$ cat config.mk
export PLATFORM = sky130hd
export DESIGN_NAME = pswd_ctrl
export DESIGN_NICKNAME = d
export VERILOG_FILES = /design/src/rtl/core/pswd_pkg.sv /design/src/rtl/core/pswd_ctrl.sv
export SDC_FILE = /design/constraint.sdc
export NUM_CORES = 1
export LEC_CHECK = 0
export BUFFER_PORTS_ARGS = -buffer_cell sky130_fd_sc_hd__buf_4
export CAP_MARGIN = 5
export CORE_AREA = 2 2 39 41
export CTS_CLUSTER_SIZE = 40
export DETAILED_ROUTE_END_ITERATION = 8
export DIE_AREA = 0 0 41 43
export GPL_TIMING_DRIVEN = 1
export PLACE_DENSITY = 0.67
export SLEW_MARGIN = 5
export SYNTH_ARGS = -nofsm -noshare
export SYNTH_HDL_FRONTEND = slang
export SYNTH_SLANG_ARGS = --single-unit
export TNS_END_PERCENT = 50
$ cat constraint.sdc
create_clock -name clock -period 2.4 [get_ports clock]
set_input_delay 0.48 -clock clock [delete_from_list [all_inputs] [get_ports clock]]
set_output_delay 0.48 -clock clock [all_outputs]
set_load 0.005 [all_outputs]
$ cat src/rtl/core/pswd_pkg.sv
// Shared sizes, control/status structs and ring helpers for the
// per-source failure window detector. No dependencies.
package pswd_pkg;

   localparam int SOURCE_ENTRIES   = 16;
   localparam int TIMES_PER_SOURCE = 16;

   localparam int ENTRY_W = (SOURCE_ENTRIES > 1) ? $clog2(SOURCE_ENTRIES) : 1;
   localparam int POS_W   = (TIMES_PER_SOURCE > 1) ? $clog2(TIMES_PER_SOURCE) : 1;
   localparam int CNT_W   = $clog2(TIMES_PER_SOURCE + 1);
   localparam int SLOTS   = SOURCE_ENTRIES * TIMES_PER_SOURCE;
   localparam int ADDR_W  = (SLOTS > 1) ? $clog2(SLOTS) : 1;

   localparam int THR_W   = 5;
   localparam int TIME_W  = 32;
   localparam int CFG_W   = 32;
   localparam int CNT_OUT_W = 5;

   localparam logic [THR_W-1:0]  THRESHOLD_RESET = 5'd5;
   localparam logic [TIME_W-1:0] WINDOW_RESET    = 32'd300;

   localparam logic CSR_THRESHOLD = 1'b0;
   localparam logic CSR_WINDOW    = 1'b1;

   typedef struct packed {
      logic load;
      logic search;
      logic pick;
      logic prune;
      logic commit;
      logic out_load;
   } ctrl_cmd_type;

   typedef struct packed {
      logic is_failure;
      logic scan_last;
      logic prune_done;
   } dp_status_type;

   function automatic logic [POS_W-1:0] pos_dec(input logic [POS_W-1:0] p);
      return (p == '0) ? POS_W'(TIMES_PER_SOURCE - 1) : POS_W'(p - 1'b1);
   endfunction

   function automatic logic [POS_W-1:0] pos_inc(input logic [POS_W-1:0] p);
      return (int'(p) == TIMES_PER_SOURCE - 1) ? '0 : POS_W'(p + 1'b1);
   endfunction

   function automatic logic [ADDR_W-1:0] slot_of(input logic [ENTRY_W-1:0] e,
                                                 input logic [POS_W-1:0] p);
      return ADDR_W'(int'(e) * TIMES_PER_SOURCE + int'(p));
   endfunction

endpackage

$ cat src/rtl/core/pswd_ctrl.sv
// Sequencing state machine of the detector: handshakes and step order.
// Depends on pswd_pkg.
module pswd_ctrl (
   input  logic                   clock,
   input  logic                   reset,
   input  logic                   req_valid,
   output logic                   req_stall,
   output logic                   rsp_valid,
   input  logic                   rsp_stall,
   input  pswd_pkg::dp_status_type status,
   output pswd_pkg::ctrl_cmd_type  cmd
);

   typedef enum logic [6:0] {
      S_IDLE   = 7'b0000001,
      S_SEARCH = 7'b0000010,
      S_PICK   = 7'b0000100,
      S_PRUNE  = 7'b0001000,
      S_COMMIT = 7'b0010000,
      S_OUT    = 7'b0100000,
      S_WAIT   = 7'b1000000
   } state_type;

   state_type state_ff, state_in;
   logic      rsp_valid_ff, rsp_valid_in;
   logic      out_free;

   assign out_free  = !rsp_valid_ff || !rsp_stall;
   assign req_stall = (state_ff != S_IDLE);
   assign rsp_valid = rsp_valid_ff;

   always_comb begin
      state_in     = state_ff;
      cmd          = '0;
      case (state_ff)
         S_IDLE: begin
            if (req_valid) begin
               cmd.load = 1'b1;
               state_in = S_WAIT;
            end
         end
         S_WAIT: begin
            // route failures through the table, answer others at once
            state_in = status.is_failure ? S_SEARCH : S_OUT;
         end
         S_SEARCH: begin
            cmd.search = 1'b1;
            if (status.scan_last) state_in = S_PICK;
         end
         S_PICK: begin
            cmd.pick = 1'b1;
            state_in = S_PRUNE;
         end
         S_PRUNE: begin
            cmd.prune = 1'b1;
            if (status.prune_done) state_in = S_COMMIT;
         end
         S_COMMIT: begin
            cmd.commit = 1'b1;
            state_in   = S_OUT;
         end
         S_OUT: begin
            if (out_free) begin
               cmd.out_load = 1'b1;
               state_in     = S_IDLE;
            end
         end
         default: state_in = S_IDLE;
      endcase
   end

   always_comb begin
      rsp_valid_in = rsp_valid_ff;
      if (rsp_valid_ff && !rsp_stall) rsp_valid_in = 1'b0;
      if (cmd.out_load) rsp_valid_in = 1'b1;
   end

   always_ff @(posedge clock) begin
      if (reset) begin
         state_ff     <= S_IDLE;
         rsp_valid_ff <= 1'b0;
      end else begin
         state_ff     <= state_in;
         rsp_valid_ff <= rsp_valid_in;
      end
   end

endmodule

==> flow_summary.json, run 1 <==
{
  "tns_ps": 0,
  "fin_skew_ps": 6.397,
  "synth_top_cell_by_area": "dfxtp_1",
  "route.vias.total": 458,
  "grt_overflow": 0,
  "irDropWorstVdd_uv": 325.4,
  "end_kind": "primary output",
  "rows": 14,
  "areaGrowthSynthToFinish_pct": 29.95,
  "p_int_mw": 0.2517,
  "combPwrFrac_pct": 28.8,
  "n_antenna_cell": 0,
  "setup_viol": 0,
  "holdWs_ps": 431.2,
  "cellPowerDensity_mw_per_mm2": 611.1,
  "grt_pass1_wl_um": 1690,
  "period_share_pct": 82.56,
  "synth_edf_count": 0,
  "placedCellCount": 81,
  "post-cts-setup-buffers": 0,
  "synthTopCellsByArea": "dfxtp_1 34%, nor2_1 5.6%, nor3b_1 4.8%",
  "clock_path_buffers": 2,
  "synth.cells.most_frequent": "8 x dfxtp_1, 7 x nor2_1, 4 x inv_1, 3 x a21oi_1, 3 x nor3b_1",
  "drc": 0,
  "hp-start": "reset",
  "cts-root-buf": "clkbuf_4",
  "routabilityCongestion": 0.9168,
  "r2r-end": "state_ff[0]",
  "wl_per_cell_um": 12.87,
  "cts_tree": "done",
  "pwr-share-seq_pct": 42.7,
  "clk_latency_ps": 260,
  "status": "finished, final reports clean",
  "cts_resized": 0,
  "min_to": "rsp_valid",
  "htree_levels": 1,
  "synth_cells": 52,
  "first_pass_iters": 4,
  "period_needed_ps": 1981,
  "synth-async-reset-ratio_pct": 0,
  "p_sw_share_pct": 32.26,
  "dp_hpwl_um": 809.5,
  "rsz0062_at_grt": "no",
  "drive_above_1_share_pct": 30.88,
  "viasPerCell": 5.452,
  "grt_pass1_vias": 387,
  "reg2reg_slack_ps": 950,
  "routed_wl_um": 1081,
  "ctsHoldBuffers": 0,
  "ff2ff_path_depth": 4,
  "power.switching_mw": 0.1199,
  "synth_top_area_share_pct": 34.22,
  "track_usage_pct": 14.90,
  "clkPwrFrac_pct": 28.5,
  "tightest_slew_ps": 314.3,
  "yosysMostFrequentCell": "dfxtp_1",
  "hold_viol": 0,
  "hold_depth": 2,
  "max_slew_margin_pct": 78.76,
  "ant_nets": 0,
  "ys.flop_type": "dfxtp_1",
  "critPathLaunchType": "register",
  "holdCritPathClass": "in2reg",
  "crit_required_ps": 1920,
  "power.leakage_nw": 0.2677,
  "ioPinCount": 15,
  "yosys_warnings": 0,
  "reg2reg_from": "state_ff[6]",
  "die_w_um": 41,
  "syn_nets": 59,
  "cp_max_fo": 8,
  "grt_max_degree": 9,
  "syn_area_per_cell_sq_um": 8.999,
  "drt_iter0_drc": 12,
  "port_buffers": 14,
  "core_sq_mm": 0.001384,
  "crit_arrival_ps": 1500,
  "maxCapViolations": 0,
  "ys_ff_latch": 8,
  "total_power_mw": 0.3716,
  "synth_cell_types": 28,
  "fill_cells": 135,
  "cts_buffers": 3,
  "cts.sinks": 8,
  "utilization_pct": 43.94,
  "slew_violations": 0,
  "finish.net_count": 77,
  "clk_pin_slew_ps": 60,
  "path_class": "reg2out",
  "post_synth_instance_area_sq_um": 467.9,
  "max_freq_ghz": 0.5047,
  "antenna_found_initial": 0,
  "stdcell_count": 84,
  "yosysSeqAreaShare_pct": 34.22,
  "die_area_sq_mm": 0.001763,
  "initial_core_util_pct": 33.82,
  "die_h_um": 43
}
[power by group through the flow]
stage / Clock, mW / Sequential [mW] / Combinational [mW]
after floorplan: 0 / 0.158 / 0.0673
after global placement: 0 / 0.161 / 0.107
after detailed placement: 0 / 0.161 / 0.106
after CTS: 0.105 / 0.159 / 0.107
after global routing: 0.111 / 0.161 / 0.116
final: 0.106 / 0.159 / 0.107
[flip-flops by register name (all words and copies together) (netlist names)]
name and cells:
rsp_valid 1, state_ff 7
[worst max path at each step]
stage                start  endpoint  slack (ps)  depth (start not counted)
2_1_floorplan  state_ff[6]    cmd[5]         910                          3
3_3_place_gp   state_ff[1]    cmd[1]         700                          4
3_5_place_dp   state_ff[1]    cmd[1]         730                          4
4_1_cts        state_ff[6]    cmd[5]         430                          4
5_1_grt        state_ff[1]    cmd[1]         320                          4
6_report       state_ff[1]    cmd[1]         420                          4
[worst max-delay path: stages (launching register included)]
cell and delay, ps:
dfxtp_1 360, nor2_1 270, nand2_1 180, nor4b_1 270, buf_4 160
[kinds of logic (layout without fill, tap and decap cells)]
kind of cell	count (synthesis)	after routing	share of synthesized area (%)
buffers and inverters	5	21	4.812
flip-flops	8	8	34.22
AND/OR/NAND/NOR	26	26	38.51
XOR/XNOR	2	2	3.744
AO/OA/AOI/OAI	11	11	18.72
[layer usage]
metal	track usage (%)	vias to the layer above	part of all wire (%)
met5	0	-	0
met4	12.00	0	3.8
li1	-	234	-
met3	4.712	4	5.8
met2	19.06	17	46
met1	19.48	203	44
[final cells by class]
cell class                 instances  area [sq um]  share of cell area [%]
timing repair buffer              14         105.1                   17.28
inverter                           4         15.01                   2.469
multi-input combinational         39         285.3                   46.91
tap                               16         20.02                   3.292
sequential                         8         160.2                   26.34
clock buffer                       3         22.52                   3.704
[cell usage in the layout (no fill, tap or decap), drive strengths merged]
cell type,n
a21oi,3
a32o,1
and3,1
and4,1
and4b,1
buf,14
clkbuf,3
dfxtp,8
inv,4
nand2,2
nand2b,1
nand4,1
nand4b,3
nor2,7
nor3,3
nor3b,3
nor4b,2
nor4bb,1
o2111ai,1
o211ai,1
o21a,1
o21ai,1
o221ai,2
o311ai,1
xnor2,1
xor2,1
[through the flow]
stage          instance area (sq um)  worst slack, ps
3_3_place_gp                   585.6            696.2
6_report                       608.1            418.7
5_1_grt                        608.1            315.9
2_1_floorplan                  467.9            912.8
3_5_place_dp                   585.6            726.3
4_1_cts                        608.1            433.2
(Power assumes the default switching activity.)
==> run 2, diff against run 1 <==
clock period = 1.98 ns   (was 2.4 ns; I/O delays follow)
==> run 2 against run 1 <==
Compared with the run above:
- sequential power up 21%
- first-iteration DRC count down 33%
- clock skew about the same
- die area unchanged
- flip-flop and latch count unchanged
- highest routed layer unchanged
- clock power up 26%
- critical path depth unchanged
- routed wire length up 3.1%
- sequential share of layout area down 0.22 points
- count of clock-buffer cells in the layout unchanged
==> flow_summary.json, run 2 (synthesized netlist as in run 1, its figures left out) <==
{
  "irDropWorstVdd_uv": 336.2,
  "rsz0062_at_grt": "no",
  "core_sq_mm": 0.001384,
  "slew_violations": 0,
  "areaGrowthSynthToFinish_pct": 31.02,
  "p_int_mw": 0.3066,
  "route.vias.total": 453,
  "pwr-share-seq_pct": 42.0,
  "crit_required_ps": 1580,
  "path_class": "reg2out",
  "ant_nets": 0,
  "crit_buf_inv": 1,
  "clkPwrFrac_pct": 29.2,
  "startpoint": "state_ff[6]",
  "setup_viol": 0,
  "port_buffers": 14,
  "grt_max_degree": 9,
  "cts_tree": "done",
  "routed_wl_um": 1114,
  "dp_hpwl_um": 804.7,
  "clk_latency_ps": 270,
  "reg2reg_from": "state_ff[6]",
  "rows": 14,
  "period_share_pct": 95.07,
  "drc": 0,
  "die_w_um": 41,
  "grt_pass1_wl_um": 1676,
  "final_cell_mix": "14 x buf_4, 8 x dfxtp_1, 5 x nor2_1",
  "cts-root-buf": "clkbuf_4",
  "cp_max_fo": 7,
  "drt_iter0_drc": 8,
  "first_pass_iters": 4,
  "grt_pass1_vias": 388,
  "holdCritPathClass": "in2reg",
  "cts_buffers": 3,
  "p_sw_share_pct": 33.15,
  "crit_arrival_ps": 1490,
  "die_area_sq_mm": 0.001763,
  "hold_viol": 0,
  "max_slew_margin_pct": 78.11,
  "viasPerCell": 5.393,
  "antenna_found_initial": 0,
  "drive_above_1_share_pct": 33.82,
  "power.leakage_nw": 0.2685,
  "finish.net_count": 77,
  "tightest_slew_ps": 324.0,
  "period_needed_ps": 1882,
  "die_h_um": 43,
  "clock_path_buffers": 2,
  "hp-start": "reset",
  "largest_reg_flops": 7,
  "ioPinCount": 15,
  "power.switching_mw": 0.1521,
  "status": "finished, final reports clean",
  "end_kind": "primary output",
  "slowest_stage": "dfxtp_1",
  "clk_pin_slew_ps": 60,
  "crit_family": "simple AND/OR/NAND/NOR gates",
  "max_freq_ghz": 0.5313,
  "critPathLaunchType": "register",
  "tns_ps": 0,
  "critPathMaxStageDelay_ps": 380,
  "routabilityCongestion": 0.9195,
  "fin_skew_ps": 6.252,
  "htree_levels": 1,
  "largest_register": "state_ff",
  "grt_overflow": 0,
  "combPwrFrac_pct": 28.8,
  "initial_core_util_pct": 33.82,
  "mostFrequentLayoutCell": "buf_4",
  "cts.sinks": 8,
  "holdWs_ps": 340.1,
  "wl_per_cell_um": 13.26,
  "n_antenna_cell": 0,
  "maxCapViolations": 0,
  "path_cells": "nor3_4, nand4b_1, nor2_1, buf_4",
  "cellPowerDensity_mw_per_mm2": 748.2,
  "track_usage_pct": 15.41
}
==> run 2: cell types whose count changed in the layout (fill, tap and decap cells not counted) <==
cell	delta
nor2_1	-2
nor2_2	+2
==> run 2: cell type report <==
class                           instances  area, sq um
Multi-Input combinational cell         39        290.3
Clock buffer                            3        22.52
Timing Repair Buffer                   14        105.1
Fill cell                             139        770.7
Sequential cell                         8        160.2
Inverter                                4        15.01
Tap cell                               16        20.02
==> run 2: stage by stage <==
stage          cell area, sq um  utilization, %  std cells  setup slack, ps  power (mW)
6_report                  613.1           44.30         84            97.68      0.4587
2_1_floorplan             467.9               -         52            576.8      0.2731
4_1_cts                   608.1           43.94         84            105.7      0.4567
5_1_grt                   613.1           44.30         84            2.952      0.4777
3_3_place_gp              585.6           42.31         81            358.9      0.3239
3_5_place_dp              585.6           42.31         81            401.0      0.3237
==> run 2: worst paths after layout <==
kind | to | slack (ps) | depth (start not counted)
worst min register to register | rsp_valid | 530 | 2
worst min-delay path | rsp_valid | 340 | 2
worst max-delay path | cmd[5] | 100 | 4
worst max register to register | state_ff[0] | 490 | 4
==> run 2: per-layer routing <==
metal	vias up	part of all wire (%)	global-route usage, %
met1	202	43	19.16
met4	0	4.8	16.00
li1	232	-	-
met3	4	4.8	4.712
met5	-	0	0
met2	15	47	19.06
==> run 2: power by group through the flow <==
stage          sequential (mW)  combinational (mW)  clock (mW)
4_1_cts                  0.191               0.129       0.136
2_1_floorplan            0.192              0.0816           0
3_3_place_gp             0.195               0.129           0
5_1_grt                  0.195               0.143       0.140
3_5_place_dp             0.195               0.129           0
6_report                 0.193               0.132       0.134
==> run 2: timing repair <==
item	in CTS	in global routing
hold buffers	0	0
setup endpoints to repair	0	2
resized for setup	0	2
endpoints found under the hold margin	0	0
buffers inserted	0	0
